--- src/sv/rsa_pkg.sv ---
// shared types, constants and helpers for the running statistics accumulator
package rsa_pkg;

  localparam int VALUE_WIDTH   = 32;
  localparam int FRACTION_BITS = 16;
  localparam int MEAN_EXTRA    = 16;
  localparam int TIME_W        = 48;
  localparam int ACC_W         = 64;
  localparam int CNT_W         = 32;
  localparam int MEAN_W        = VALUE_WIDTH + MEAN_EXTRA;
  localparam int ROOT_W        = ACC_W / 2;
  localparam int SEL_W         = 4;

  localparam logic signed [ACC_W-1:0] ACC_MAX = {1'b0, {(ACC_W-1){1'b1}}};
  localparam logic signed [ACC_W-1:0] ACC_MIN = {1'b1, {(ACC_W-1){1'b0}}};
  localparam logic [ACC_W-1:0] INTEGRAL_DEN   = ACC_W'(2000);

  typedef enum logic [SEL_W-1:0] {
    AGG_COUNT     = 4'd0,
    AGG_SUM       = 4'd1,
    AGG_MEAN      = 4'd2,
    AGG_MIN       = 4'd3,
    AGG_MAX       = 4'd4,
    AGG_RANGE     = 4'd5,
    AGG_STDDEV    = 4'd6,
    AGG_VAR       = 4'd7,
    AGG_SSTDDEV   = 4'd8,
    AGG_SVAR      = 4'd9,
    AGG_TIME_AVG  = 4'd10,
    AGG_RATE      = 4'd11,
    AGG_INTEGRAL  = 4'd12
  } agg_sel_e;

  typedef struct packed {
    logic signed [VALUE_WIDTH-1:0] sample_value;
    logic [TIME_W-1:0]             sample_time_ms;
    logic                          window_restart;
  } in_item_t;

  typedef struct packed {
    logic signed [ACC_W-1:0] aggregate_value;
    logic                    aggregate_valid;
    logic [CNT_W-1:0]        samples_seen;
  } out_item_t;

  function automatic logic [ACC_W-1:0] mag64(input logic signed [ACC_W-1:0] v);
    logic [ACC_W-1:0] m;
    m = v[ACC_W-1] ? (~v + ACC_W'(1)) : v;
    return m;
  endfunction

  function automatic logic signed [ACC_W-1:0] sat_signed(input logic [ACC_W-1:0] m,
                                                         input logic neg);
    logic signed [ACC_W-1:0] r;
    if (neg) begin
      r = m[ACC_W-1] ? ACC_MIN : -$signed(m);
    end else begin
      r = m[ACC_W-1] ? ACC_MAX : $signed(m);
    end
    return r;
  endfunction

  function automatic logic signed [ACC_W-1:0] sat_add(input logic signed [ACC_W-1:0] a,
                                                      input logic signed [ACC_W-1:0] b);
    logic signed [ACC_W:0] s;
    logic signed [ACC_W-1:0] r;
    s = {a[ACC_W-1], a} + {b[ACC_W-1], b};
    if (s[ACC_W] != s[ACC_W-1]) begin
      r = s[ACC_W] ? ACC_MIN : ACC_MAX;
    end else begin
      r = s[ACC_W-1:0];
    end
    return r;
  endfunction

endpackage

--- src/sv/rsa_div.sv ---
// restoring divider, one quotient bit per cycle
module rsa_div (
  input  logic                      clk_i,
  input  logic                      rst_ni,
  input  logic                      start_i,
  input  logic [rsa_pkg::ACC_W-1:0] num_i,
  input  logic [rsa_pkg::ACC_W-1:0] den_i,
  output logic                      busy_o,
  output logic [rsa_pkg::ACC_W-1:0] quo_o
);
  import rsa_pkg::*;

  localparam int CW = $clog2(ACC_W + 1);

  logic [CW-1:0]    cnt_q, cnt_d;
  logic [ACC_W-1:0] den_q, quo_q, rem_q;
  logic [ACC_W:0]   shifted;
  logic [ACC_W+1:0] diff;
  logic             ge;

  always_comb begin
    shifted = {rem_q, quo_q[ACC_W-1]};
    diff    = {1'b0, shifted} - {2'b00, den_q};
    ge      = !diff[ACC_W+1];
    cnt_d   = cnt_q;
    if (start_i) begin
      cnt_d = CW'(ACC_W);
    end else if (cnt_q != '0) begin
      cnt_d = cnt_q - CW'(1);
    end
  end

  always_ff @(posedge clk_i or negedge rst_ni) begin
    if (!rst_ni) begin
      cnt_q <= '0;
    end else begin
      cnt_q <= cnt_d;
    end
  end

  always_ff @(posedge clk_i) begin
    if (start_i) begin
      den_q <= den_i;
      quo_q <= num_i;
      rem_q <= '0;
    end else if (cnt_q != '0) begin
      rem_q <= ge ? diff[ACC_W-1:0] : shifted[ACC_W-1:0];
      quo_q <= {quo_q[ACC_W-2:0], ge};
    end
  end

  assign busy_o = (cnt_q != '0);
  assign quo_o  = quo_q;

endmodule

--- config.mk ---
export PLATFORM = sky130hd
export DESIGN_NAME = rsa_div
export DESIGN_NICKNAME = d
export VERILOG_FILES = /design/src/sv/rsa_pkg.sv /design/src/sv/rsa_div.sv
export SDC_FILE = /design/constraint.sdc
export NUM_CORES = 1
export LEC_CHECK = 0
export ABC_AREA = 1
export BUFFER_PORTS_ARGS = -buffer_cell sky130_fd_sc_hd__clkbuf_2
export CAP_MARGIN = 20
export CORE_UTILIZATION = 44
export DETAILED_ROUTE_END_ITERATION = 7
export PLACE_DENSITY = 0.74
export SETUP_SLACK_MARGIN = 0.05
export SYNTH_ARGS = -nofsm -noshare
export SYNTH_HDL_FRONTEND = slang
export SYNTH_SLANG_ARGS = --single-unit
--- constraint.sdc ---
create_clock -name clk_i -period 5.47 [get_ports clk_i]
set_input_delay 0.547 -clock clk_i [delete_from_list [all_inputs] [get_ports clk_i]]
set_output_delay 0.547 -clock clk_i [all_outputs]
set_load 0.005 [all_outputs]
# Word-level counts from Yosys, hierarchy flattened
# Index checks and enable logic that the tools add are counted.
# op_classes
add_sub_neg	2
n_mux	5
reduce_logical	3
# ops
cell	count
$mux 64	3
$sub 65x64->66	1
$mux 7	2
$reduce_bool 7->1	1
$sub 7x1->7 const B	1
$reduce_bool 2->1	1
$logic_not 1->1	1
# totals
reg_bits	199
in_bits	131
out_inout_bits	65

# Longest topological paths before layout
# depth
ltp_word	4
ltp_mapped	19

# Least setup slack after synthesis
# Ideal clock, no wire load.
# synth_path
path_kind	flip-flop to flip-flop
from	register cnt_q[0]
to	register quo_q[0], in the netlist quo_o[0] (enable)
arrival_ps	3001
required_ps	5016
slack_ps	2015
stages_incl_launch_ff	9
n_path_buf	1
synth_period_minus_slack_ps	3455
path_cell_list	dfrtp_1 inv_1 ha_1 nand4_1 nor2_1 inv_1 nor2_2 inv_1 clkbuf_1
# synth_between
elab_chain_len	2
# synth_rtl
item	line	source
start, declared	rsa_div.sv:15	logic [CW-1:0] cnt_q, cnt_d;
start signal, assigned	rsa_div.sv:37	cnt_q <= cnt_d;
$reduce_bool 7->1	--	
via busy_o	rsa_div.sv:8	output logic busy_o,
$reduce_bool 2->1 (no line)	--	
end signal, assigned	rsa_div.sv:44	quo_q <= num_i;
end signal, assigned	rsa_div.sv:48	quo_q <= {quo_q[ACC_W-2:0], ge};
end, declared	rsa_div.sv:16	logic [ACC_W-1:0] den_q, quo_q, rem_q;
# The timed path passes the listed nets, and every way through them passes these cells.
# A chain may end at the register's enable or synchronous reset.

# Worst setup path in the final report
# layout_path
from	register den_q[56]
to	register rem_q[8]
# layout_between
elab_chain_len	2
# layout_rtl
item	line	source
start, declared	rsa_div.sv:16	
start signal, assigned	rsa_div.sv:43	den_q <= den_i;
$sub 65x64->66	rsa_div.sv:23	diff = {1'b0, shifted} - {2'b00, den_q};
$mux 64	rsa_div.sv:47	rem_q <= ge ? diff[ACC_W-1:0] : shifted[ACC_W-1:0];
end signal, assigned	rsa_div.sv:47	
end, declared	rsa_div.sv:16	
# No other way between the ends.

==> qor.txt <==
Flop and latch count out of synthesis: 199
Pwr dens: 234 nW/um^2
Synth Area in Simple Gates: 37.6%
Critical path's top delay family: compound AO/OA/AOI/OAI gates
Diode count: 0
Share of layout cells above drive strength 1: 11.1%
Starting Density: 44.8%
Mean post-synth cell area: 6.54 um^2
Detailed Routing Iterations Pass 1: 5
Min cycle time layout: 3750 ps
Worst Setup End Kind: flip-flop
Synth Area in Adders: 5.90%
Peak supply drop: 274 uV
GR Overflow Total: 0
Layout Skew: 24.4 ps
Area added between synthesis and finish: 13.4%
Vias in the first global route: 13,037
RR Endpoint: rem_q[8]
Cells after synthesis: 2,160
Worst R2R Setup Slack: 1720 ps
Largest family of logic cells by synthesized area: simple AND/OR/NAND/NOR gates
Worst R2R Start: den_q[56]
Die area: 32,800 um^2
Final period util: 68.6%
Largest fanout on the critical path: 63
Ys Warns: 0
Top Ports: 196
Multiplexer area fraction after synthesis: 0%
First-pass GRT wire length: 70.1 mm
Worst slew pin tran: 1110 ps
Worst setup endpoint: rem_q[8]
Row count: 65
Fill cells: 3,241
CTS tree: built
H-Tree Depth: 4
RSZ-0062 raised after global routing: false
Fmax achieved: 267 MHz
Clock Path Buffers: 2
GP Congestion: 1.01
CP max stage cell: a21oi_4
Unique masters post-synth: 38
Detailed-route DRC error count: 0
WL per Instance: 16.3 um
Critical path launch point type: flip-flop
CP peak stage delay: 870 ps
Initial DRC count: 1,178
Setup Buffers After CTS: 0
Setup_tns: 0 ps
Final WL: 45.0 mm
Max_cap viols: 0
Hold depth: 1
Via/cell ratio: 5.01
Most frequent cells in the layout: nand2_1 (935), inv_1 (424), clkbuf_2 (194), nand3_1 (143), edfxtp_1 (128)
Critical-path cell list: inv_1, ha_1, a21oi_1, o21ai_0, o21bai_1, nand2_1, a21oi_4, nand2_4, nand2_1, nand3_1, o21ai_0
Synth Area in Compound Gates: 3.65%
Die height: 181 um
Dpl hpwl: 35.6 mm
CTS sink cnt: 199
R2R depth: 11
Clock root buffer: clkbuf_16
Pins over their slew limit: 0
CORE AREA: 31,600 um^2
Relative slew slack: 25.7%
Clock transition at the registers of the reported paths: 80 ps
Kind of critical path: reg2reg
HP Class: in2reg
Largest net degree at the start of global routing: 70
Critical path depth: 11
Initial antenna violation count: 0
Final hold vios: 0
Port bufs: 195
GRT Total Usage: 27.9%
Mapped Area: 14,100 um^2
Xor/xnor share of the synthesized area: 1.92%
Critical Path Start: den_q[56]
Setup violators final: 0
Final net count: 2,533
Vias: 13,782
Clk_lat worst skew: 470 ps
CTS buffer count: 17
Status: finished, final reports clean
Post-Syn Nets: 2,357
Hold_ws: 247 ps
Post-synthesis sequential area ratio: 37.5%
Data arrival time of the worst path: 4120 ps
Static leakage: 0.00901 uW
Die Width: 181 um
ANT nets after route: 0
Req. time, crit path: 5840 ps
Commonest non-fill, non-tap cell in the layout: nand2_1
Worst Path Buf+Inv: 1
[worst reg2reg max path, cell delays in order, from the launching register on]
cell and delay [ps]:
edfxtp_1 330, inv_1 50, ha_1 350, a21oi_1 310, o21ai_0 250, o21bai_1 200
nand2_1 160, a21oi_4 870, nand2_4 700, nand2_1 260, nand3_1 80, o21ai_0 100
[cell type report]
cell class | count | area (um^2) | share of cell area, %
Sequential cell | 199 | 5300 | 33.1
Inverter | 432 | 1620 | 10.1
Timing Repair Buffer | 204 | 1050 | 6.54
Tap cell | 402 | 503 | 3.14
Clock buffer | 18 | 429 | 2.68
Clock inverter | 14 | 164 | 1.02
Multi-Input combinational cell | 1482 | 6960 | 43.4
[kinds of logic (layout without fill, tap and decap cells)]
group,Yosys count,after routing
simple gates,1287,1287
buf+inv,479,668
flops,199,199
compound gates,98,98
fa+ha+maj,66,66
xor+xnor,31,31
[how the worst min path moves through the flow]
stage / from / to
after floorplan: rst_ni / cnt_q[0]
after global placement: rst_ni / cnt_q[5]
after detailed placement: rst_ni / cnt_q[4]
after CTS: den_i[6] / den_q[6]
after global routing: den_i[53] / den_q[53]
final: den_i[2] / den_q[2]
[synth_stat cells]
master / n / area, um^2
buf_1: 1 / 3.75
nor2_1: 113 / 424
o21ai_2: 1 / 8.76
o22ai_1: 1 / 6.26
a31oi_1: 1 / 6.26
nor3_1: 10 / 50.1
clkbuf_1: 22 / 82.6
nand2_4: 1 / 11.3
and2_1: 5 / 31.3
nor4_1: 3 / 18.8
buf_6: 7 / 78.8
nand4_1: 18 / 113
dfxtp_1: 64 / 1280
edfxtp_1: 128 / 3840
a21oi_1: 49 / 245
or2_2: 1 / 6.26
buf_4: 7 / 52.6
nand2_1: 935 / 3510
ha_1: 65 / 813
xnor2_1: 31 / 272
nand2_2: 6 / 37.5
nor2_2: 5 / 31.3
o21bai_1: 5 / 37.5
nor3_2: 1 / 10.0
fa_1: 1 / 20.0
buf_2: 10 / 50.1
inv_2: 5 / 18.8
a21oi_2: 1 / 8.76
nor2_4: 2 / 22.5
o21a_1: 1 / 7.51
nand3_2: 2 / 20.0
nand3_1: 143 / 716
dfrtp_1: 7 / 175
inv_1: 425 / 1600
nand3b_1: 42 / 315
o21ai_1: 10 / 50.1
o21ai_0: 29 / 145
clkinv_1: 2 / 7.51
[report_power, final]
group          internal [uW]  switching (uW)
sequential              1750            75.5
combinational            221             388
clock                    652             663
total                   2630            1130
[per-layer routing]
| layer | vias up | GRT usage [%] | part of all wire [%] |
|---|---|---|---|
| met5 | - | 0 | 0 |
| met2 | 546 | 44.7 | 44 |
| met1 | 6251 | 38.5 | 46 |
| li1 | 6942 | - | - |
| met3 | 43 | 4.54 | 7.5 |
| met4 | 0 | 8.51 | 2.1 |
[stage by stage]
| stage | setup slack, ps | area (um^2) | std cells | power (uW) | util (%) |
|---|---|---|---|---|---|
| 2_1_floorplan | 2010 | 14100 | 2160 | 2200 | - |
| 3_3_place_gp | 1980 | 15400 | 2718 | 2450 | 48.9 |
| 3_5_place_dp | 1840 | 15400 | 2718 | 2460 | 48.9 |
| 4_1_cts | 1840 | 16000 | 2751 | 3770 | 50.8 |
| 5_1_grt | 1470 | 16000 | 2751 | 3910 | 50.8 |
| 6_report | 1720 | 16000 | 2751 | 3750 | 50.8 |
[flip-flops by register name (all words and copies together) (netlist names)]
signal and cells:
cnt_q 7, den_q 64, rem_q 64, quo_o 64
[what timing repair did]
action	CTS	global route
gates resized for setup	0	0
endpoints found under the setup margin	0	0
hold buffers	1	0
hold endpoints to repair	7	0
Note: power is estimated with default switching activity, not from simulation.
