[config.mk]
export PLATFORM = sky130hd
export DESIGN_NAME = rsa_mul
export DESIGN_NICKNAME = d
export VERILOG_FILES = /design/src/sv/rsa_pkg.sv /design/src/sv/rsa_mul.sv
export SDC_FILE = /design/constraint.sdc
export NUM_CORES = 1
export LEC_CHECK = 0
export BUFFER_PORTS_ARGS = -buffer_cell sky130_fd_sc_hd__buf_2
export CAP_MARGIN = 15
export CELL_PAD_IN_SITES_DETAIL_PLACEMENT = 0
export CELL_PAD_IN_SITES_GLOBAL_PLACEMENT = 2
export CORE_MARGIN = 2
export CORE_UTILIZATION = 32
export CTS_CLUSTER_DIAMETER = 80
export DETAILED_ROUTE_END_ITERATION = 6
export PLACE_DENSITY_LB_ADDON = 0.1
export SETUP_SLACK_MARGIN = 0.15
export SLEW_MARGIN = 5
export SYNTH_ARGS = -nofsm -noshare
export SYNTH_HDL_FRONTEND = slang
export SYNTH_SLANG_ARGS = --single-unit
[constraint.sdc]
create_clock -name clk_i -period 3.7 [get_ports clk_i]
set_input_delay 0.37 -clock clk_i [delete_from_list [all_inputs] [get_ports clk_i]]
set_output_delay 0.37 -clock clk_i [all_outputs]
set_load 0.1 [all_outputs]
[src/sv/rsa_pkg.sv]
// shared types, constants and helpers for the running statistics accumulator
package rsa_pkg;

  localparam int VALUE_WIDTH   = 32;
  localparam int FRACTION_BITS = 16;
  localparam int MEAN_EXTRA    = 16;
  localparam int TIME_W        = 48;
  localparam int ACC_W         = 64;
  localparam int CNT_W         = 32;
  localparam int MEAN_W        = VALUE_WIDTH + MEAN_EXTRA;
  localparam int ROOT_W        = ACC_W / 2;
  localparam int SEL_W         = 4;

  localparam logic signed [ACC_W-1:0] ACC_MAX = {1'b0, {(ACC_W-1){1'b1}}};
  localparam logic signed [ACC_W-1:0] ACC_MIN = {1'b1, {(ACC_W-1){1'b0}}};
  localparam logic [ACC_W-1:0] INTEGRAL_DEN   = ACC_W'(2000);

  typedef enum logic [SEL_W-1:0] {
    AGG_COUNT     = 4'd0,
    AGG_SUM       = 4'd1,
    AGG_MEAN      = 4'd2,
    AGG_MIN       = 4'd3,
    AGG_MAX       = 4'd4,
    AGG_RANGE     = 4'd5,
    AGG_STDDEV    = 4'd6,
    AGG_VAR       = 4'd7,
    AGG_SSTDDEV   = 4'd8,
    AGG_SVAR      = 4'd9,
    AGG_TIME_AVG  = 4'd10,
    AGG_RATE      = 4'd11,
    AGG_INTEGRAL  = 4'd12
  } agg_sel_e;

  typedef struct packed {
    logic signed [VALUE_WIDTH-1:0] sample_value;
    logic [TIME_W-1:0]             sample_time_ms;
    logic                          window_restart;
  } in_item_t;

  typedef struct packed {
    logic signed [ACC_W-1:0] aggregate_value;
    logic                    aggregate_valid;
    logic [CNT_W-1:0]        samples_seen;
  } out_item_t;

  function automatic logic [ACC_W-1:0] mag64(input logic signed [ACC_W-1:0] v);
    logic [ACC_W-1:0] m;
    m = v[ACC_W-1] ? (~v + ACC_W'(1)) : v;
    return m;
  endfunction

  function automatic logic signed [ACC_W-1:0] sat_signed(input logic [ACC_W-1:0] m,
                                                         input logic neg);
    logic signed [ACC_W-1:0] r;
    if (neg) begin
      r = m[ACC_W-1] ? ACC_MIN : -$signed(m);
    end else begin
      r = m[ACC_W-1] ? ACC_MAX : $signed(m);
    end
    return r;
  endfunction

  function automatic logic signed [ACC_W-1:0] sat_add(input logic signed [ACC_W-1:0] a,
                                                      input logic signed [ACC_W-1:0] b);
    logic signed [ACC_W:0] s;
    logic signed [ACC_W-1:0] r;
    s = {a[ACC_W-1], a} + {b[ACC_W-1], b};
    if (s[ACC_W] != s[ACC_W-1]) begin
      r = s[ACC_W] ? ACC_MIN : ACC_MAX;
    end else begin
      r = s[ACC_W-1:0];
    end
    return r;
  endfunction

endpackage

[src/sv/rsa_mul.sv]
// bit-serial shift-add multiplier, one multiplier bit per cycle
module rsa_mul (
  input  logic                       clk_i,
  input  logic                       rst_ni,
  input  logic                       start_i,
  input  logic [rsa_pkg::ACC_W-1:0]  a_i,
  input  logic [rsa_pkg::ACC_W-1:0]  b_i,
  output logic                       busy_o,
  output logic [2*rsa_pkg::ACC_W-1:0] prod_o
);
  import rsa_pkg::*;

  localparam int CW = $clog2(ACC_W + 1);

  logic [CW-1:0]        cnt_q, cnt_d;
  logic [ACC_W-1:0]     a_q;
  logic [2*ACC_W-1:0]   p_q, p_d;
  logic [ACC_W:0]       acc;

  always_comb begin
    acc = {1'b0, p_q[2*ACC_W-1:ACC_W]} + (p_q[0] ? {1'b0, a_q} : '0);
    p_d = {acc, p_q[ACC_W-1:1]};
    cnt_d = cnt_q;
    if (start_i) begin
      cnt_d = CW'(ACC_W);
    end else if (cnt_q != '0) begin
      cnt_d = cnt_q - CW'(1);
    end
  end

  always_ff @(posedge clk_i or negedge rst_ni) begin
    if (!rst_ni) begin
      cnt_q <= '0;
    end else begin
      cnt_q <= cnt_d;
    end
  end

  always_ff @(posedge clk_i) begin
    if (start_i) begin
      a_q <= a_i;
      p_q <= {{ACC_W{1'b0}}, b_i};
    end else if (cnt_q != '0) begin
      p_q <= p_d;
    end
  end

  assign busy_o = (cnt_q != '0);
  assign prod_o = p_q;

endmodule

; ---- After elaboration in Yosys (flattened, before gate mapping)
; Cells that the tools add are included.
[word_totals]
reg_bits = 199
input_bits = 131
output_inout_bits = 129
[classes]
add_sub_neg = 2
n_mux = 5
reduce_logical = 2
[op_table]
columns = operator, count
row1 = $mux 64, 3
row2 = $add 64x64->65, 1
row3 = $mux 7, 2
row4 = $reduce_bool 7->1, 1
row5 = $sub 7x1->7 const B, 1
row6 = $reduce_bool 2->1, 1

; ---- Longest topological paths before layout
; Gate-level depths: netlist (run 1).
[depth]
word_depth = 4
depth_mapped = 14
ltp_nobuf = 12

; ---- Worst setup path after synthesis (run 1)
; OpenSTA, ideal clock, no wires.
[synth_timing]
path_kind = register -> register
start = register p_q[0] (netlist: prod_o[0])
end = register p_q[115] (netlist: prod_o[115])
t_arrival_ns = 3.792
setup_slack_ns = -0.210
stages_incl_launch_ff = 14
path_buffers = 2
path_cell_list = edfxtp_1 clkbuf_1 clkbuf_1 and2_1 ha_1 a21o_1 a21o_1 a21o_1 a221o_1 o21bai_1 a211oi_1 o211a_1 or3_1 a32o_1
[synth_via]
elab_chain_len = 2
[synth_lines]
columns = element, line_no
row1 = start: declaration, rsa_mul.sv:17  ; logic [2*ACC_W-1:0] p_q, p_d;
row2 = start signal: assignment, rsa_mul.sv:42  ; p_q <= {{ACC_W{1'b0}}, b_i};
row3 = start signal: assignment, rsa_mul.sv:44  ; p_q <= p_d;
row4 = $mux 64, rsa_mul.sv:21  ; acc = {1'b0, p_q[2*ACC_W-1:ACC_W]} + (p_q[0] ? {1'b0, a_q} : '0);
row5 = $add 64x64->65, rsa_mul.sv:21
; Every way passes these cells.
; A chain may end at the register's enable or synchronous reset.

; ---- Final worst setup path (run 1)
[layout_timing]
start = register p_q[0] (netlist: prod_o[0])
end = register p_q[118] (netlist: prod_o[118])
; Same word-level chain as after synthesis.

==> results of run 1 <==
timing repair:
action | in CTS | in global routing
pin swaps | 5 | 22
buffers inserted | 1 | 12
hold buffers | 1 | 0
cloned | 0 | 5
endpoints found under the hold margin | 7 | 0
resized for setup | 5 | 64
setup endpoints to repair | 9 | 24
metal layers:
metal / up-vias / wire length [um] / GRT usage (%)
met1: 4542 / 17660 / 26.34
met2: 269 / 17180 / 31.43
met4: 6 / 393 / 4.463
li1: 4799 / - / -
met5: - / 41 / 0
met3: 22 / 2254 / 6.019
power groups by stage:
stage / combinational [uW] / sequential [uW] / clock (uW)
after floorplan: 2660 / 6560 / 0
after CTS: 7460 / 3420 / 2010
after global routing: 8240 / 3510 / 2080
final: 7740 / 3420 / 1950
after global placement: 7460 / 3450 / 0
after detailed placement: 7420 / 3450 / 0
sequential cells by signal (all words and copies together) (netlist names):
name,cells
prod_o,128
a_q,64
cnt_q,7
cells by family after synthesis:
kind of cell    count (synthesis)  synth area share, %
flops                         199                46.43
xor+xnor                       48                3.683
fa+ha+maj                      66                7.299
simple gates                  369                15.53
buf+inv                        79                2.696
compound gates                322                18.05
mux                            64                6.313
cells in the mapped netlist, types with 8 or more instances:
master / number / area, um2
o21bai_1: 25 / 187.7
inv_1: 27 / 101.4
edfxtp_1: 128 / 3844
ha_1: 65 / 813.3
a211oi_1: 15 / 112.6
nor3_1: 10 / 50.05
mux2_2: 64 / 720.7
nor2_1: 84 / 315.3
dfxtp_1: 64 / 1281
xnor2_1: 25 / 219.0
and2_1: 64 / 400.4
xor2_1: 23 / 201.4
nand2_1: 128 / 480.5
a21oi_1: 125 / 625.6
o21a_1: 8 / 60.06
o21ai_0: 56 / 280.3
nand4_1: 28 / 175.2
nand3_1: 15 / 75.07
a21o_1: 35 / 262.8
clkbuf_1: 42 / 157.7
and3_1: 8 / 50.05
buf_2: 9 / 45.04
path summary, 6_finish.rpt:
path | cells past startpoint | endpoint | slack (ns) | start
max | 15 | prod_o[118] | 0.15 | prod_o[0]
min | 1 | a_q[48] | 0.07 | a_i[48]
max reg2reg | 15 | prod_o[118] | 0.15 | prod_o[0]
min reg2reg | 2 | prod_o[105] | 0.47 | prod_o[105]
max in group asynchronous | 2 | cnt_q[6] | 3.24 | rst_ni
min in group asynchronous | 2 | cnt_q[2] | 0.30 | rst_ni
worst max-delay path: stages, from the launching register on:
cell and delay [ns]:
edfxtp_1 0.44, buf_12 0.17, buf_8 0.14, clkbuf_16 0.17
and2_4 0.16, ha_4 0.26, a211o_1 0.14, a211o_1 0.18
nand3b_4 0.11, a2111oi_4 0.34, buf_4 0.19, o2111ai_4 0.15
a2111oi_4 0.49, nor3_2 0.07, or3b_1 0.35, a21oi_1 0.13
area by class of cell:
class                           instances  area, um2  share of cell area (%)
Clock inverter                         15      195.2                   1.327
Multi-Input combinational cell        869       6272                   42.63
Sequential cell                       199       5300                   36.02
Inverter                               28      105.1                  0.7143
Antenna cell                            2      5.005                 0.03402
Timing Repair Buffer                  315       1833                   12.46
Tap cell                              461      576.8                   3.920
Clock buffer                           17      425.4                   2.891
metrics by stage:
step	util, %	setup TNS, ns	worst slack (ns)
2_1_floorplan	-	-0.08841	-0.06352
3_3_place_gp	38.23	0	0.05067
3_5_place_dp	38.23	-0.06903	-0.04958
4_1_cts	40.13	0	0.1252
5_1_grt	41.67	0	0.03686
6_report	41.67	0	0.1502
==> results.yml, run 1 <==
floorplan:
  fp-row-count: 69
  die_w_um: 192.9
  core_area_um2: 35310
  fp.dieH_um: 192.9
  initial_core_util_pct: 32.33
  dieArea_um2: 37200
  ios: 260
sta:
  slew_viol_final: 0
  clock.fmax_ghz: 0.2817
  fin_worst_skew_ns: 0.01760
  relSlewSlack_pct: 38.39
  worst_slew_pin_slew_ns: 0.9208
  holdWs_ns: 0.07452
  period_needed_ns: 3.550
  grt_setup_unrepaired: "true"
  post-route-period-util_pct: 95.94
  hold_violations: 0
  setup_violations: 0
detailed_routing:
  drt_first_pass_iters: 5
  drtIter0Drc: 502
  vias: 9638
  routed_wl_um: 37530
  ant_nets: 0
  vias_per_cell: 5.057
  wl_per_cell_um: 19.69
  drcViolationCount: 0
finish:
  layout_common_cells: "buf_2, edfxtp_1, nand2_1"
  nets: 1627
  final_area_um2: 14710
  layout.cells.non_filler: 1906
  final_common_cell: "buf_2"
  fillers: 3547
  final_layout_size_suffix_gt1_share_pct: 33.26
  syn2layout_area_growth_pct: 28.88
critical_path:
  start_kind: "register"
  required_ns: 4.09
  cp_data_arrival_time_ns: 3.94
  endpoint_kind: "register"
  crit_fanout: 6
  path_class: "reg2reg"
cts:
  cts_tree: "yes"
  clock_latency_ns: 0.46
  clockRootBuffer: "clkbuf_16"
  cts_num_sinks: 199
  path_clk_slew_ns: 0.09
  htree_levels: 4
  cts_buffers: 17
  clock_tree.buffer_depth: 2
place:
  gp_congestion: 0.8318
  dpl_cell_area_um2: 13500
  port_buffers: 259
  hpwlAfterDp_um: 27760
  dp_cells: 1853
global_route:
  grt-ovfl-total: 0
  antenna_found_initial: 5
  grt_pass1_wl_um: 55640
  grt_max_degree: 66
  grt_use_total_pct: 19.77
  grt_pass1_vias: 9600
power_and_ir_drop:
  finalPower_uw: 13110
  peakVddDrop_mv: 0.4569
  switching_share_pct: 55.26
  switchingPower_uw: 7242
  clockPowerShare_pct: 14.8
  cell_internal_pwr_uw: 5864
  p_leak_uw: 0.006282
  power_density_nw_per_um2: 890.8
  pwr-share-seq_pct: 26.1
  combinationalPowerShare_pct: 59.0
synthesis:
  synth_edf_count: 128
  synth_nets: 1344
  syn-mean-instance-area_um2: 9.953
  synth_ff_type: "edfxtp_1"
  synth_cells: 1147
  synth-seq-cells: 199
  netlist_area_um2: 11420
  synthArstFlopShare_pct: 3.518
  yosysWarnings: 0
  synth_seq_area_share_pct: 46.43
  ys_types: 59
worst_hold_path:
  hold_class: "in2reg"
run_status:
  outcome: "finished clean"
flow_run:
  cap_violations: 0
(Power assumes the default switching activity.)
==> run 2: changes to the inputs <==
--- a/config.mk
+++ b/config.mk
@@ -11,9 +11,11 @@
 export CELL_PAD_IN_SITES_GLOBAL_PLACEMENT = 2
 export CORE_MARGIN = 2
 export CORE_UTILIZATION = 32
+export CTS_BUF_LIST = sky130_fd_sc_hd__clkbuf_2
 export CTS_CLUSTER_DIAMETER = 80
 export DETAILED_ROUTE_END_ITERATION = 6
 export PLACE_DENSITY_LB_ADDON = 0.1
+export REMOVE_ABC_BUFFERS = 1
 export SETUP_SLACK_MARGIN = 0.15
 export SLEW_MARGIN = 5
 export SYNTH_ARGS = -nofsm -noshare
==> results.yml, run 2 (synthesis results as in run 1) <==
critical_path:
  cp_data_arrival_time_ns: 4.21
  required_ns: 4.51
  start_kind: "register"
  endpoint_kind: "register"
  path_class: "reg2reg"
  crit_fanout: 31
place:
  port_buffers: 259
  gp_congestion: 0.8214
  hpwlAfterDp_um: 26730
  dpl_cell_area_um2: 13470
cts:
  cts_num_sinks: 199
  path_clk_slew_ns: 0.35
  clock_tree.buffer_depth: 2
  cts_tree: "yes"
  clockRootBuffer: "clkbuf_2"
  cts_buffers: 17
  htree_levels: 4
  clock_latency_ns: 0.88
sta:
  post-route-period-util_pct: 91.79
  grt_setup_unrepaired: "true"
  holdWs_ns: 0.1648
  relSlewSlack_pct: 43.25
  period_needed_ns: 3.396
  setup_violations: 0
  slew_viol_final: 0
  worst_slew_pin_slew_ns: 0.8513
  fin_worst_skew_ns: 0.06307
  clock.fmax_ghz: 0.2944
  hold_violations: 0
  setup_tns_ns: 0
finish:
  utilization_pct: 43.66
  final_common_cell: "buf_2"
  final_area_um2: 15420
  layout_common_cells: "buf_2, dlygate4sd3_1, edfxtp_1"
  largest_reg_flops: 128
  syn2layout_area_growth_pct: 35.04
  nets: 1752
  final_layout_size_suffix_gt1_share_pct: 29.53
global_route:
  grt_max_degree: 65
  grt_pass1_wl_um: 56900
  grt_pass1_vias: 10587
  antenna_found_initial: 2
  grt_use_total_pct: 19.69
  grt-ovfl-total: 0
floorplan:
  dieArea_um2: 37200
  core_area_um2: 35310
  ios: 260
  fp.dieH_um: 192.9
  initial_core_util_pct: 32.33
  die_w_um: 192.9
  fp-row-count: 69
detailed_routing:
  wl_per_cell_um: 17.74
  routed_wl_um: 36040
  drt_first_pass_iters: 5
  vias: 10071
  vias_per_cell: 4.956
  ant_nets: 0
  drtIter0Drc: 433
  drcViolationCount: 0
power_and_ir_drop:
  power_density_nw_per_um2: 789.3
  finalPower_uw: 12170
  p_leak_uw: 0.006631
  peakVddDrop_mv: 0.4903
flow_run:
  cap_violations: 0
worst_hold_path:
  hold_class: "in2reg"
run_status:
  outcome: "finished clean"
==> run 2: final timing paths <==
check / from / endpoint / slack, ns / cells past startpoint
min: a_i[62] / a_q[62] / 0.16 / 2
max reg2reg: prod_o[0] / prod_o[115] / 0.30 / 13
min reg2reg: prod_o[79] / prod_o[79] / 0.50 / 2
max: prod_o[0] / prod_o[115] / 0.30 / 13
min in group asynchronous: rst_ni / cnt_q[3] / 0.38 / 3
max in group asynchronous: rst_ni / cnt_q[2] / 3.03 / 3
==> run 2: timing repair <==
item                                    CTS  global route
hold endpoints to repair                166             0
pin swaps                                 5            20
setup buffers                             2             4
gates cloned                              0             0
resized for setup                         8            55
hold buffers                            131             0
endpoints found under the setup margin    6            30
==> run 2: area by class of cell <==
cell class | instances | area (um2)
multi-input combinational | 869 | 6151
clock buffer | 19 | 95.09
clock inverter | 13 | 153.9
sequential | 199 | 5300
tap | 461 | 576.8
inverter | 28 | 105.1
fill | 3556 | 19890
timing repair buffer | 440 | 3027
antenna | 3 | 7.507
==> run 2: routing by layer <==
layer / global-route usage, % / wire, um / part of all wire (%)
met3: 5.074 / 1937 / 5.4
met1: 25.09 / 16680 / 46
met5: 0 / 0 / 0
met4: 4.521 / 474 / 1.3
met2: 33.33 / 16950 / 47
==> run 2: report_power, final <==
group / switching, uW / internal, uW / total [uW]
Sequential: 434 / 2950 / 3380
Clock: 883 / 296 / 1180
Combinational: 5650 / 1960 / 7610
==> run 2: worst max-delay path: stages (launching register included) <==
cell and delay [ns]:
edfxtp_1 0.51, buf_12 0.19, and2_1 0.17, ha_4 0.24, a21o_1 0.17, a21o_1 0.18, a21o_1 0.19, a221o_1 0.35
o21bai_2 0.24, a211oi_2 0.10, buf_4 0.17, o211a_1 0.25, or3_1 0.36, a32o_1 0.24
==> run 2: per-stage QoR <==
stage,setup WS (ns),instances
after floorplan,-3.364,1096
after global placement,0.08318,1859
after detailed placement,0.05192,1860
after CTS,0.09299,2025
after global routing,0.1348,2031
final,0.3036,2032
