**src/sv/rsa_pkg.sv**
```systemverilog
// shared types, constants and helpers for the running statistics accumulator
package rsa_pkg;

  localparam int VALUE_WIDTH   = 32;
  localparam int FRACTION_BITS = 16;
  localparam int MEAN_EXTRA    = 16;
  localparam int TIME_W        = 48;
  localparam int ACC_W         = 64;
  localparam int CNT_W         = 32;
  localparam int MEAN_W        = VALUE_WIDTH + MEAN_EXTRA;
  localparam int ROOT_W        = ACC_W / 2;
  localparam int SEL_W         = 4;

  localparam logic signed [ACC_W-1:0] ACC_MAX = {1'b0, {(ACC_W-1){1'b1}}};
  localparam logic signed [ACC_W-1:0] ACC_MIN = {1'b1, {(ACC_W-1){1'b0}}};
  localparam logic [ACC_W-1:0] INTEGRAL_DEN   = ACC_W'(2000);

  typedef enum logic [SEL_W-1:0] {
    AGG_COUNT     = 4'd0,
    AGG_SUM       = 4'd1,
    AGG_MEAN      = 4'd2,
    AGG_MIN       = 4'd3,
    AGG_MAX       = 4'd4,
    AGG_RANGE     = 4'd5,
    AGG_STDDEV    = 4'd6,
    AGG_VAR       = 4'd7,
    AGG_SSTDDEV   = 4'd8,
    AGG_SVAR      = 4'd9,
    AGG_TIME_AVG  = 4'd10,
    AGG_RATE      = 4'd11,
    AGG_INTEGRAL  = 4'd12
  } agg_sel_e;

  typedef struct packed {
    logic signed [VALUE_WIDTH-1:0] sample_value;
    logic [TIME_W-1:0]             sample_time_ms;
    logic                          window_restart;
  } in_item_t;

  typedef struct packed {
    logic signed [ACC_W-1:0] aggregate_value;
    logic                    aggregate_valid;
    logic [CNT_W-1:0]        samples_seen;
  } out_item_t;

  function automatic logic [ACC_W-1:0] mag64(input logic signed [ACC_W-1:0] v);
    logic [ACC_W-1:0] m;
    m = v[ACC_W-1] ? (~v + ACC_W'(1)) : v;
    return m;
  endfunction

  function automatic logic signed [ACC_W-1:0] sat_signed(input logic [ACC_W-1:0] m,
                                                         input logic neg);
    logic signed [ACC_W-1:0] r;
    if (neg) begin
      r = m[ACC_W-1] ? ACC_MIN : -$signed(m);
    end else begin
      r = m[ACC_W-1] ? ACC_MAX : $signed(m);
    end
    return r;
  endfunction

  function automatic logic signed [ACC_W-1:0] sat_add(input logic signed [ACC_W-1:0] a,
                                                      input logic signed [ACC_W-1:0] b);
    logic signed [ACC_W:0] s;
    logic signed [ACC_W-1:0] r;
    s = {a[ACC_W-1], a} + {b[ACC_W-1], b};
    if (s[ACC_W] != s[ACC_W-1]) begin
      r = s[ACC_W] ? ACC_MIN : ACC_MAX;
    end else begin
      r = s[ACC_W-1:0];
    end
    return r;
  endfunction

endpackage

```
**src/sv/rsa_sqrt.sv**
```systemverilog
// digit-by-digit square root, two radicand bits per cycle, rounded to nearest
module rsa_sqrt (
  input  logic                       clk_i,
  input  logic                       rst_ni,
  input  logic                       start_i,
  input  logic [rsa_pkg::ACC_W-1:0]  rad_i,
  output logic                       busy_o,
  output logic [rsa_pkg::ROOT_W:0]   root_o
);
  import rsa_pkg::*;

  localparam int CW    = $clog2(ROOT_W + 1);
  localparam int REM_W = ROOT_W + 3;

  logic [CW-1:0]     cnt_q, cnt_d;
  logic [ACC_W-1:0]  rad_q;
  logic [REM_W-1:0]  rem_q, r2, trial;
  logic [ROOT_W-1:0] root_q;
  logic              ge;

  always_comb begin
    r2    = {rem_q[REM_W-3:0], rad_q[ACC_W-1:ACC_W-2]};
    trial = {1'b0, root_q, 2'b01};
    ge    = (r2 >= trial);
    cnt_d = cnt_q;
    if (start_i) begin
      cnt_d = CW'(ROOT_W);
    end else if (cnt_q != '0) begin
      cnt_d = cnt_q - CW'(1);
    end
  end

  always_ff @(posedge clk_i or negedge rst_ni) begin
    if (!rst_ni) begin
      cnt_q <= '0;
    end else begin
      cnt_q <= cnt_d;
    end
  end

  always_ff @(posedge clk_i) begin
    if (start_i) begin
      rad_q  <= rad_i;
      rem_q  <= '0;
      root_q <= '0;
    end else if (cnt_q != '0) begin
      rad_q  <= {rad_q[ACC_W-3:0], 2'b00};
      rem_q  <= ge ? (r2 - trial) : r2;
      root_q <= {root_q[ROOT_W-2:0], ge};
    end
  end

  assign busy_o = (cnt_q != '0);
  assign root_o = {1'b0, root_q} + ((rem_q > REM_W'(root_q)) ? (ROOT_W+1)'(1) : '0);

endmodule

```
**config.mk**
```make
export PLATFORM = sky130hd
export DESIGN_NAME = rsa_sqrt
export DESIGN_NICKNAME = d
export VERILOG_FILES = /design/src/sv/rsa_pkg.sv /design/src/sv/rsa_sqrt.sv
export SDC_FILE = /design/constraint.sdc
export NUM_CORES = 1
export LEC_CHECK = 0
export CORE_ASPECT_RATIO = 0.7
export CORE_MARGIN = 2
export CORE_UTILIZATION = 40
export DETAILED_ROUTE_END_ITERATION = 10
export DONT_BUFFER_PORTS = 1
export PLACE_DENSITY = 0.55
export SYNTH_ARGS = -nofsm -noshare
export SYNTH_HDL_FRONTEND = slang
export SYNTH_SLANG_ARGS = --single-unit
```
**constraint.sdc**
```tcl
create_clock -name clk_i -period 5.5 [get_ports clk_i]
set_input_delay 0.55 -clock clk_i [delete_from_list [all_inputs] [get_ports clk_i]]
set_output_delay 0.55 -clock clk_i [all_outputs]
set_load 0.005 [all_outputs]
```
# Word-level counts from Yosys, hierarchy flattened
# Cells that the tools add are included.
# totals
register_bits	137
wordCells	17
# classes
add_sub_neg	3
magnitude_cmp	2
mux	6
reduce_logical	2
# ops
operator	count
$mux 64	2
$ge 35x34->1	1
$gt 35x32->1	1
$mux 35	1
$sub 35x34->35	1
$add 32x1->33	1
$mux 6	2
$reduce_bool 6->1	1
$sub 6x1->6 const B	1
$reduce_bool 2->1	1
$mux 1	1

# Logic depth before layout (Yosys ltp)
# Gate-level depths: netlist of run 1.
# logic_depth
depth_word	3
mapped_depth	18
ltp_nobuf	18

# Worst setup path after synthesis of run 1
# OpenSTA, ideal clock, no wires.
# synth_path
path_type	register to output
from	reg root_q[6]
to	out root_o[30] (netlist name)
t_arrival_ps	3633
setup_slack_ps	1317
stages_incl_launch_ff	19
path_buffers	0
path_cell_list	dfxtp_1 inv_1 ha_1 nand2_1 o21ai_0 a21o_1 a21oi_1 o2111ai_1 a21oi_1 o21bai_1 a2111o_1 ha_1 and3_1 and2_1 nand4_1 nor4_1 nand2b_1 nor4_1 xnor2_1
# synth_via
elab_chain_cells	3
# synth_lines
item	line_no	text
start, declared	rsa_sqrt.sv:18	logic [ROOT_W-1:0] root_q;
start signal, assigned	rsa_sqrt.sv:49	root_q <= {root_q[ROOT_W-2:0], ge};
$gt 35x32->1	rsa_sqrt.sv:54	assign root_o = {1'b0, root_q} + ((rem_q > REM_W'(root_q)) ? (ROOT_W+1)'(1) : '0);
$mux 1	rsa_sqrt.sv:54	
$add 32x1->33 *	rsa_sqrt.sv:54	
end, declared	rsa_sqrt.sv:8	output logic [rsa_pkg::ROOT_W:0] root_o
# Every way passes the cells marked *; elsewhere a longest branch is shown, timed or not.

# Worst setup path after layout of run 1
# layout_path
from	reg root_q[10]
to	out root_o[31] (netlist name)
# The elaborated chain is that of the path after synthesis.

==> results of run 1 <==
worst register-to-register path, stage by stage, from the launching register on:
cell	delay (ps)
dfxtp_1	450
inv_1	90
ha_1	370
a21o_1	210
a221o_1	400
a221oi_2	540
a21oi_1	180
o21a_1	300
nor2_2	660
buf_12	250
a21oi_1	90
a211oi_1	280
state kept, by name (all words and copies together) (netlist names):
name and count:
rad_q 64, rem_q 35, root_q 32, cnt_q 6
final cells by class:
cell class,count,area [um2],area share [%]
inverter,49,183.9,1.999
clock buffer,17,425.4,4.623
sequential,137,3413,37.10
clock inverter,14,219.0,2.380
multi-input combinational,686,4519,49.12
timing repair buffer,9,95.09,1.033
tap,276,345.3,3.753
cells by family (layout without fill, tap and decap cells):
group	Yosys count	in the layout	share of synthesized area [%]
buf+inv	104	89	4.918
mux	64	64	8.633
fa+ha+maj	38	38	5.715
compound gates	221	221	16.90
flops	137	137	41.03
simple gates	305	305	16.69
xor+xnor	58	58	6.106
stage by stage:
stage | std cells | hold WS (ps) | setup slack, ps | setup TNS, ps | util [%]
finish | 1188 | 201.6 | 321.9 | 0 | 44.69
CTS | 1188 | 165.1 | 106.3 | 0 | 44.62
global placement | 1154 | 254.8 | 607.7 | 0 | 41.37
global route | 1188 | 157.8 | -2.990 | -2.990 | 44.69
floorplan | 927 | 254.4 | 1317 | 0 | -
detailed placement | 1154 | 254.8 | 396.1 | 0 | 41.37
power by group through the flow:
| stage | clock [mW] | sequential (mW) | combinational [mW] |
|---|---|---|---|
| floorplan | 0 | 1.44 | 2.05 |
| global placement | 0 | 1.49 | 2.63 |
| detailed placement | 0 | 1.49 | 2.61 |
| CTS | 1.31 | 1.47 | 2.63 |
| global route | 1.35 | 1.50 | 2.97 |
| finish | 1.28 | 1.47 | 2.65 |
synthesized netlist by cell type (all sizes together) (7+ instances only):
library cell,number
nand2,142
a21oi,87
dfxtp,67
edfxtp,64
mux2,62
nor2,59
xnor2,52
inv,49
clkbuf,42
ha,38
o21ai,35
nand3,21
a21o,20
a311oi,18
nor3,16
nand4,15
a211oi,14
buf,13
or3,10
and2,9
and3,9
nor4,7
o211ai,7
final timing paths:
kind	endpoint	slack (ps)
max	root_o[31]	320
min	cnt_q[4]$_DFFE_PN0P_	200
max reg2reg	rem_q[24]$_SDFFE_PP0P_	1590
min reg2reg	root_q[29]$_SDFFE_PP0P_	460
max in group asynchronous	cnt_q[0]$_DFFE_PN0P_	4830
min in group asynchronous	cnt_q[1]$_DFFE_PN0P_	440
layer usage:
metal	vias up	share of wire (%)	wire [um]	GRT usage [%]
met5	-	0	0	0
met4	0	1.1	233	5.153
met3	20	5.3	1103	5.006
met2	138	39	8136	25.79
met1	3076	55	11500	31.20
li1	3258	-	-	-
what timing repair did:
action                                  in CTS  in global routing
endpoints found under the setup margin       2                  8
buffers inserted                             2                  0
gates resized for setup                      0                  5
hold buffers                                 1                  0
hold endpoints to repair                     6                  0
==> reports/results.ini, run 1 <==
[run_status]
status = complete, no violations

[critical_path]
critical_path_class = flop to primary output
slowest_stage = or3_1
critical_path_buf_inv_count = 1
cp_max_fo = 7
crit_chain = inv_1 -> ha_1 -> and4_1 -> and3_1 -> o21ai_0 -> o2111ai_1 -> a21oi_1 -> o21bai_1 -> a2111o_1 -> ha_1 -> and3_1 -> nand2_1 -> or3_1 -> or3_1 -> nor2_1 -> nand3_1 -> xnor2_1
reg2reg_from = root_q[1]$_SDFFE_PP0P_
path_depth = 17
reg2regPathDepth = 11
worstPathRequired_ps = 4950
max_stage_delay_ps = 490
startpoint_type = flop
cp_top_family = simple AND/OR/NAND/NOR gates
critPathArrivalTime_ps = 4630
cp-end-kind = primary output
critPathLaunch = root_q[10]$_SDFFE_PP0P_

[clock_tree]
h-tree-depth = 4
cts-root-buf = clkbuf_16
cts_tree = built
numCtsBuffers = 17
clk_latency_ps = 430
cts.sinks = 137
clock_path_buffers = 2
clkTransAtPathRegs_ps = 60

[timing]
finalMaxSlewViolations = 0
clock.fmax_mhz = 193.1
finClkSkew_ps = 9.769
slew_headroom_pct = 43.13
min_period_over_period_pct = 94.15
finalHoldViolations = 0
min_period_ps = 5178
setup_viol = 0
worst_pin_slew_ps = 850.0

[power]
power_density_nw_per_um2 = 587.6
comb_power_share_pct = 49.1
power.share.clock_pct = 23.7
total_power_mw = 5.407
swShare_pct = 40.70
ir_worst_vdd_mv = 0.3562
power_frac_seq_pct = 27.2
leakage_nw = 3.441
p_switching_mw = 2.201
internal_power_mw = 3.206

[floorplanning]
die_x_um = 176.4
io_pins = 101
dieHeight_um = 124.7
initial_core_util_pct = 40.40
coreArea_um2 = 20590
row_count = 44
dieArea_um2 = 21990

[logic_synthesis]
yosysWarnings = 0
synthCells = 927
synthFlopType = dfxtp_1
ys_seq_elements = 137
syn_avg_cell_area_um2 = 8.974
netlist_area_um2 = 8319
ys_top_cells_by_area = edfxtp_1 (23%), dfxtp_1 (16%), mux2_2 (8.4%)
synth-async-reset-ratio_pct = 4.380
yosysTopAreaCellShare_pct = 23.10
syn_nets = 1032
synth_edf_count = 64
synth_top_area_cell = edfxtp_1
ys_seq_area_share_pct = 41.03
ys_types = 64

[route]
drc_errors = 0
firstDrtPassIters = 4
num_vias = 6492
avgViaCountPerCell = 5.465
drtAntennaViolNets = 0
drt_iter0_drc = 446
wl_per_cell_um = 17.65
wl_mm = 20.97

[final_layout]
num-fill-cells = 2054
fin_nets = 1005
drive_gt1_share_pct = 12.94
final_cell_mix = nand2_1 (139), a21oi_1 (87), dfxtp_1 (67)
n_antenna_cell = 0
design_area_um2 = 9201
syn_to_final_growth_pct = 10.60
final_common_cell = nand2_1

[placed_design]
io_buffers = 0
globalplace.congestion = 0.8826
dp_hpwl_mm = 14.57
placed_cell_area_um2 = 8518

[min_path]
worstHoldStart = start_i
holdCritPathClass = primary input to flop
whs_path_depth = 1

[global_routing]
grt_max_degree = 132
grt_pass1_wl_mm = 34.04
grt_usage_pct = 19.67
grt_pass1_vias = 6177
antenna_found_initial = 0
grt_overflow = 0

[run]
maxCapViolations = 0

Power figures use the tool's default switching activity.
==> run 2, diff against run 1 <==
- PLACE_DENSITY: 0.55 -> 0.61
==> reports/results.ini, run 2 (synthesis gave the netlist of run 1 again) <==
[run_status]
status = complete, no violations  ; unchanged

[global_routing]
antenna_found_initial = 0  ; unchanged
grt_max_degree = 132  ; unchanged
grt_pass1_vias = 6167  ; was 6177
grt_overflow = 0  ; unchanged
grt_pass1_wl_mm = 33.55  ; was 34.04 mm
grt_usage_pct = 19.32  ; was 19.67%

[timing]
setup_tns_ps = 0  ; unchanged
clock.fmax_mhz = 195.8  ; was 193.1 MHz
finalHoldViolations = 0  ; unchanged
finalMaxSlewViolations = 0  ; unchanged
finClkSkew_ps = 16.29  ; was 9.769 ps
slew_headroom_pct = 29.93  ; was 43.13%
worst_pin_slew_ps = 1050  ; was 850.0 ps
whs_ps = 243.5  ; was 201.6 ps
min_period_over_period_pct = 92.85  ; was 94.15%
setup_viol = 0  ; unchanged
min_period_ps = 5107  ; was 5178 ps
grt_setup_unrepaired = false

[critical_path]
max_stage_delay_ps = 450  ; was 490 ps
slowest_stage = dfxtp_1  ; was or3_1
cp_top_family = simple AND/OR/NAND/NOR gates  ; unchanged
critical_path_buf_inv_count = 1  ; unchanged
critPathArrivalTime_ps = 4560  ; was 4630 ps
crit_chain = inv_1 -> ha_1 -> nand2_1 -> o21ai_2 -> a21o_1 -> a21oi_1 -> o2111ai_1 -> a21oi_1 -> o21bai_1 -> a2111o_1 -> ha_1 -> and3_1 -> nand2_1 -> or3_4 -> or3_1 -> nor2_1 -> nand3_1 -> xnor2_1  ; was inv_1 -> ha_1 -> and4_1 -> and3_1 -> o21ai_0 -> o2111ai_1 -> a21oi_1 -> o21bai_1 -> a2111o_1 -> ha_1 -> and3_1 -> nand2_1 -> or3_1 -> or3_1 -> nor2_1 -> nand3_1 -> xnor2_1
cp-end-kind = primary output  ; unchanged
startpoint_type = flop  ; unchanged
worstPathRequired_ps = 4950  ; about the same
critical_path_class = flop to primary output  ; unchanged
cp_max_fo = 6  ; was 7

[final_layout]
drive_gt1_share_pct = 13.24  ; was 12.94%
syn_to_final_growth_pct = 9.956  ; was 10.60%
fin_nets = 1006  ; was 1005
num-fill-cells = 2031  ; was 2054
largest_reg_flops = 64  ; unchanged
seqCellArea_um2 = 3413  ; unchanged
final_common_cell = nand2_1  ; unchanged
design_area_um2 = 9148  ; was 9201 um2
reg_top3 = rad_q x64, rem_q x35, root_q x32  ; unchanged
multiInputGateArea_um2 = 4523  ; was 4519 um2
final_cell_mix = nand2_1 (139), a21oi_1 (87), dfxtp_1 (67)  ; unchanged
regMostFlops = rad_q  ; unchanged
utilization_pct = 44.43  ; was 44.69%
n_antenna_cell = 0  ; unchanged

[clock_tree]
numCtsBuffers = 17  ; unchanged
cts_tree = built  ; unchanged
clkTransAtPathRegs_ps = 60  ; about the same
cts.sinks = 137  ; unchanged
cts-root-buf = clkbuf_16  ; unchanged
clock_path_buffers = 2  ; unchanged
h-tree-depth = 4  ; unchanged
clk_latency_ps = 430  ; about the same

[route]
firstDrtPassIters = 6  ; was 4
avgViaCountPerCell = 5.518  ; was 5.465
wl_mm = 20.69  ; was 20.97 mm
drc_errors = 0  ; unchanged
drt_iter0_drc = 576  ; was 446
num_vias = 6566  ; was 6492
drtAntennaViolNets = 0  ; unchanged
wl_per_cell_um = 17.39  ; was 17.65 um

[power]
power_density_nw_per_um2 = 577.5  ; was 587.6 nW/um2
leakage_nw = 3.415  ; was 3.441 nW
ir_worst_vdd_mv = 0.3251  ; was 0.3562 mV

[floorplanning]
dieArea_um2 = 21990  ; unchanged
io_pins = 101  ; unchanged
coreArea_um2 = 20590  ; unchanged
initial_core_util_pct = 40.40  ; unchanged
dieHeight_um = 124.7  ; unchanged
row_count = 44  ; unchanged
die_x_um = 176.4  ; unchanged

[placed_design]
dp_hpwl_mm = 14.24  ; was 14.57 mm
placed_cell_area_um2 = 8493  ; was 8518 um2
io_buffers = 0  ; unchanged
globalplace.congestion = 0.8787  ; was 0.8826

[min_path]
holdCritPathClass = primary input to flop  ; unchanged

[run]
maxCapViolations = 0  ; unchanged

[run 2: worst register-to-register path, stage by stage, from the launching register on]
cell and delay [ps]:
dfxtp_1 450, inv_1 120, ha_1 370, a21o_1 210, a221o_1 400, a221oi_2 540, a21oi_1 180, o21a_1 310
nor2_2 580, buf_4 410, nand2_1 100, a311oi_1 300
[run 2: worst paths after layout]
check | start | end | slack (ps) | cells past startpoint
hold / removal | start_i | cnt_q[3]$_DFFE_PN0P_ | 240 | 1
hold reg to reg | root_q[29]$_SDFFE_PP0P_ | root_q[29]$_SDFFE_PP0P_ | 470 | 2
min in group asynchronous | rst_ni | cnt_q[2]$_DFFE_PN0P_ | 440 | 1
max in group asynchronous | rst_ni | cnt_q[1]$_DFFE_PN0P_ | 4840 | 1
setup reg to reg | root_q[1]$_SDFFE_PP0P_ | rem_q[19]$_SDFFE_PP0P_ | 1430 | 11
setup / recovery | root_q[6]$_SDFFE_PP0P_ | root_o[31] | 390 | 18
[run 2: final cells by class]
class	count	share of cell area (%)
well taps	276	3.775
flip-flops and latches	137	37.31
multi-input cells	686	49.45
clock buffers	17	4.651
inverters	49	2.011
clock inverters	15	1.956
repair buffers	10	0.8480
[run 2: routing by layer]
layer	wire length, um	track usage, %
met5	0	0
met4	246	5.785
met3	1067	4.457
met2	8306	25.44
met1	11080	30.57
[run 2: power by group]
| part | internal (mW) | total, mW | leakage, nW | switching [mW] |
|---|---|---|---|---|
| Clock | 0.686 | 1.20 | 0.291 | 0.512 |
| Sequential | 1.33 | 1.47 | 1.30 | 0.140 |
| Combinational | 1.05 | 2.61 | 1.82 | 1.57 |
| Total | 3.06 | 5.28 | 3.41 | 2.22 |
[run 2: metrics by stage]
stage | worst slack (ps) | std cells | power (mW)
2_1_floorplan | 1317 | 927 | 3.490
3_3_place_gp | 615.6 | 1154 | 4.044
3_5_place_dp | 451.2 | 1154 | 4.048
4_1_cts | 97.55 | 1190 | 5.273
5_1_grt | 36.99 | 1190 | 5.677
6_report | 393.4 | 1190 | 5.282
[run 2: what timing repair did]
item / 4_1_cts / 5_1_grt
pin swaps: 0 / 0
setup endpoints to repair: 1 / 8
cloned: 0 / 0
resized for setup: 0 / 5
setup buffers: 3 / 0
endpoints found under the hold margin: 6 / 0
hold buffers: 1 / 0
==> run 3, diff against run 2 <==
- CELL_PAD_IN_SITES_DETAIL_PLACEMENT: unset -> 1
- CELL_PAD_IN_SITES_GLOBAL_PLACEMENT: unset -> 1
- PLACE_DENSITY: 0.61 -> 0.7
==> reports/results.ini, run 3 (synthesis gave the netlist of run 1 again) <==
[run_status]
status = complete, no violations  ; unchanged

[timing]
finalMaxSlewViolations = 0  ; unchanged
setup_slack_ps = 335.4  ; was 393.4 ps
setup_tns_ps = 0  ; unchanged
whs_ps = 209.6  ; was 243.5 ps
slew_headroom_pct = 40.41  ; was 29.93%
min_period_over_period_pct = 93.90  ; was 92.85%
setup_viol = 0  ; unchanged
clock.fmax_mhz = 193.6  ; was 195.8 MHz
finalHoldViolations = 0  ; unchanged
finClkSkew_ps = 14.92  ; was 16.29 ps
grt_setup_unrepaired = false  ; unchanged
min_period_ps = 5165  ; was 5107 ps
worst_pin_slew_ps = 892.6  ; was 1050 ps

[floorplanning]
initial_core_util_pct = 40.40  ; unchanged
dieArea_um2 = 21990  ; unchanged
dieHeight_um = 124.7  ; unchanged
die_x_um = 176.4  ; unchanged
io_pins = 101  ; unchanged
coreArea_um2 = 20590  ; unchanged
row_count = 44  ; unchanged

[route]
wl_per_cell_um = 19.50  ; was 17.39 um
avgViaCountPerCell = 5.680  ; was 5.518
drc_errors = 0  ; unchanged
num_vias = 6765  ; was 6566
wl_mm = 23.22  ; was 20.69 mm
drt_iter0_drc = 415  ; was 576
drtAntennaViolNets = 0  ; unchanged
firstDrtPassIters = 5  ; was 6

[critical_path]
worstPathRequired_ps = 4950  ; about the same
cp-end-kind = primary output  ; unchanged
startpoint_type = flop  ; unchanged
critical_path_class = flop to primary output  ; unchanged
cp_max_fo = 6  ; unchanged
critPathArrivalTime_ps = 4610  ; was 4560 ps

[global_routing]
grt_max_degree = 132  ; unchanged
grt_usage_pct = 21.84  ; was 19.32%
grt_pass1_vias = 6969  ; was 6167
antenna_found_initial = 0  ; unchanged
grt_pass1_wl_mm = 38.05  ; was 33.55 mm
grt_overflow = 0  ; unchanged

[clock_tree]
clkTransAtPathRegs_ps = 70  ; was 60 ps
cts.sinks = 137  ; unchanged
clk_latency_ps = 430  ; about the same
numCtsBuffers = 17  ; unchanged
cts_tree = built  ; unchanged
h-tree-depth = 4  ; unchanged
clock_path_buffers = 2  ; unchanged
cts_setup_buffers = 0  ; was 3
cts-root-buf = clkbuf_16  ; unchanged

[power]
power_density_nw_per_um2 = 590.7  ; was 577.5 nW/um2
leakage_nw = 3.451  ; was 3.415 nW
ir_worst_vdd_mv = 0.2843  ; was 0.3251 mV

[placed_design]
pre_cts_slack_ps = 476.3  ; was 451.2 ps
io_buffers = 0  ; unchanged
placed_cell_area_um2 = 8536  ; was 8493 um2
globalplace.congestion = 0.8694  ; was 0.8787
dp_hpwl_mm = 16.53  ; was 14.24 mm

[final_layout]
regMostFlops = rad_q  ; unchanged
drive_gt1_share_pct = 13.44  ; was 13.24%
design_area_um2 = 9181  ; was 9148 um2
final_cell_mix = nand2_1 (139), a21oi_1 (87), dfxtp_1 (67)  ; unchanged
reg_top3 = rad_q x64, rem_q x35, root_q x32  ; unchanged
n_antenna_cell = 0  ; unchanged
utilization_pct = 44.59  ; was 44.43%
fin_nets = 1007  ; was 1006
largest_reg_flops = 64  ; unchanged
final_common_cell = nand2_1  ; unchanged
syn_to_final_growth_pct = 10.36  ; was 9.956%

[min_path]
holdCritPathClass = primary input to flop  ; unchanged

[run]
maxCapViolations = 0  ; unchanged

[run 3: final timing paths]
kind                                               from                      end  slack (ps)  depth (start not counted)
worst max-delay path             root_q[9]$_SDFFE_PP0P_               root_o[30]         340                         18
worst min-delay path                            start_i   root_q[7]$_SDFFE_PP0P_         210                          1
worst max register to register  root_q[20]$_SDFFE_PP0P_    rem_q[9]$_SDFFE_PP0P_        1700                         11
worst min register to register  root_q[11]$_SDFFE_PP0P_  root_q[11]$_SDFFE_PP0P_         470                          2
max in group asynchronous                        rst_ni     cnt_q[4]$_DFFE_PN0P_        4860                          1
min in group asynchronous                        rst_ni     cnt_q[1]$_DFFE_PN0P_         430                          1
[run 3: per-stage QoR]
stage | cells | power (mW)
after global routing | 1191 | 5.806
final | 1191 | 5.424
after detailed placement | 1158 | 4.181
after global placement | 1158 | 4.138
after floorplan | 927 | 3.490
after CTS | 1191 | 5.422
[run 3: final cells by class]
| cell class | count | area (um2) |
|---|---|---|
| fill | 2403 | 11410 |
| multi-input combinational | 686 | 4537 |
| sequential | 137 | 3413 |
| clock buffer | 17 | 425.4 |
| tap | 276 | 345.3 |
| inverter | 49 | 183.9 |
| clock inverter | 15 | 178.9 |
| timing repair buffer | 11 | 97.59 |
[run 3: routing by layer]
metal	GRT usage [%]	wire length, um	vias up
li1	-	-	3272
met1	32.83	11910	3323
met2	31.93	9908	144
met3	4.457	1116	26
met4	5.153	284	0
met5	0	0	-
[run 3: timing repair]
action	4_1_cts	5_1_grt
hold buffers	1	0
gates cloned	0	0
endpoints found under the hold margin	6	0
gates resized for setup	1	7
pin swaps	0	0
setup endpoints to repair	1	7
[run 3: report_power, final]
group / internal, mW / total, mW / switching, mW / leakage, nW
clock: 0.687 / 1.20 / 0.509 / 0.298
sequential: 1.33 / 1.49 / 0.159 / 1.30
combinational: 1.08 / 2.74 / 1.66 / 1.85
total: 3.10 / 5.42 / 2.33 / 3.45
[run 3: critical path: stages, from the launching register on]
cell and delay (ps):
dfxtp_1 410, inv_1 120, ha_1 380, and4_1 280
and3_1 260, o21ai_0 140, o2111ai_1 100, a21oi_1 110
o21bai_1 160, a2111o_1 220, ha_1 230, and3_1 270
and2_1 260, nand4_1 130, buf_4 200, nor4_4 340
nand2b_1 150, nor4_1 240, xnor2_1 180
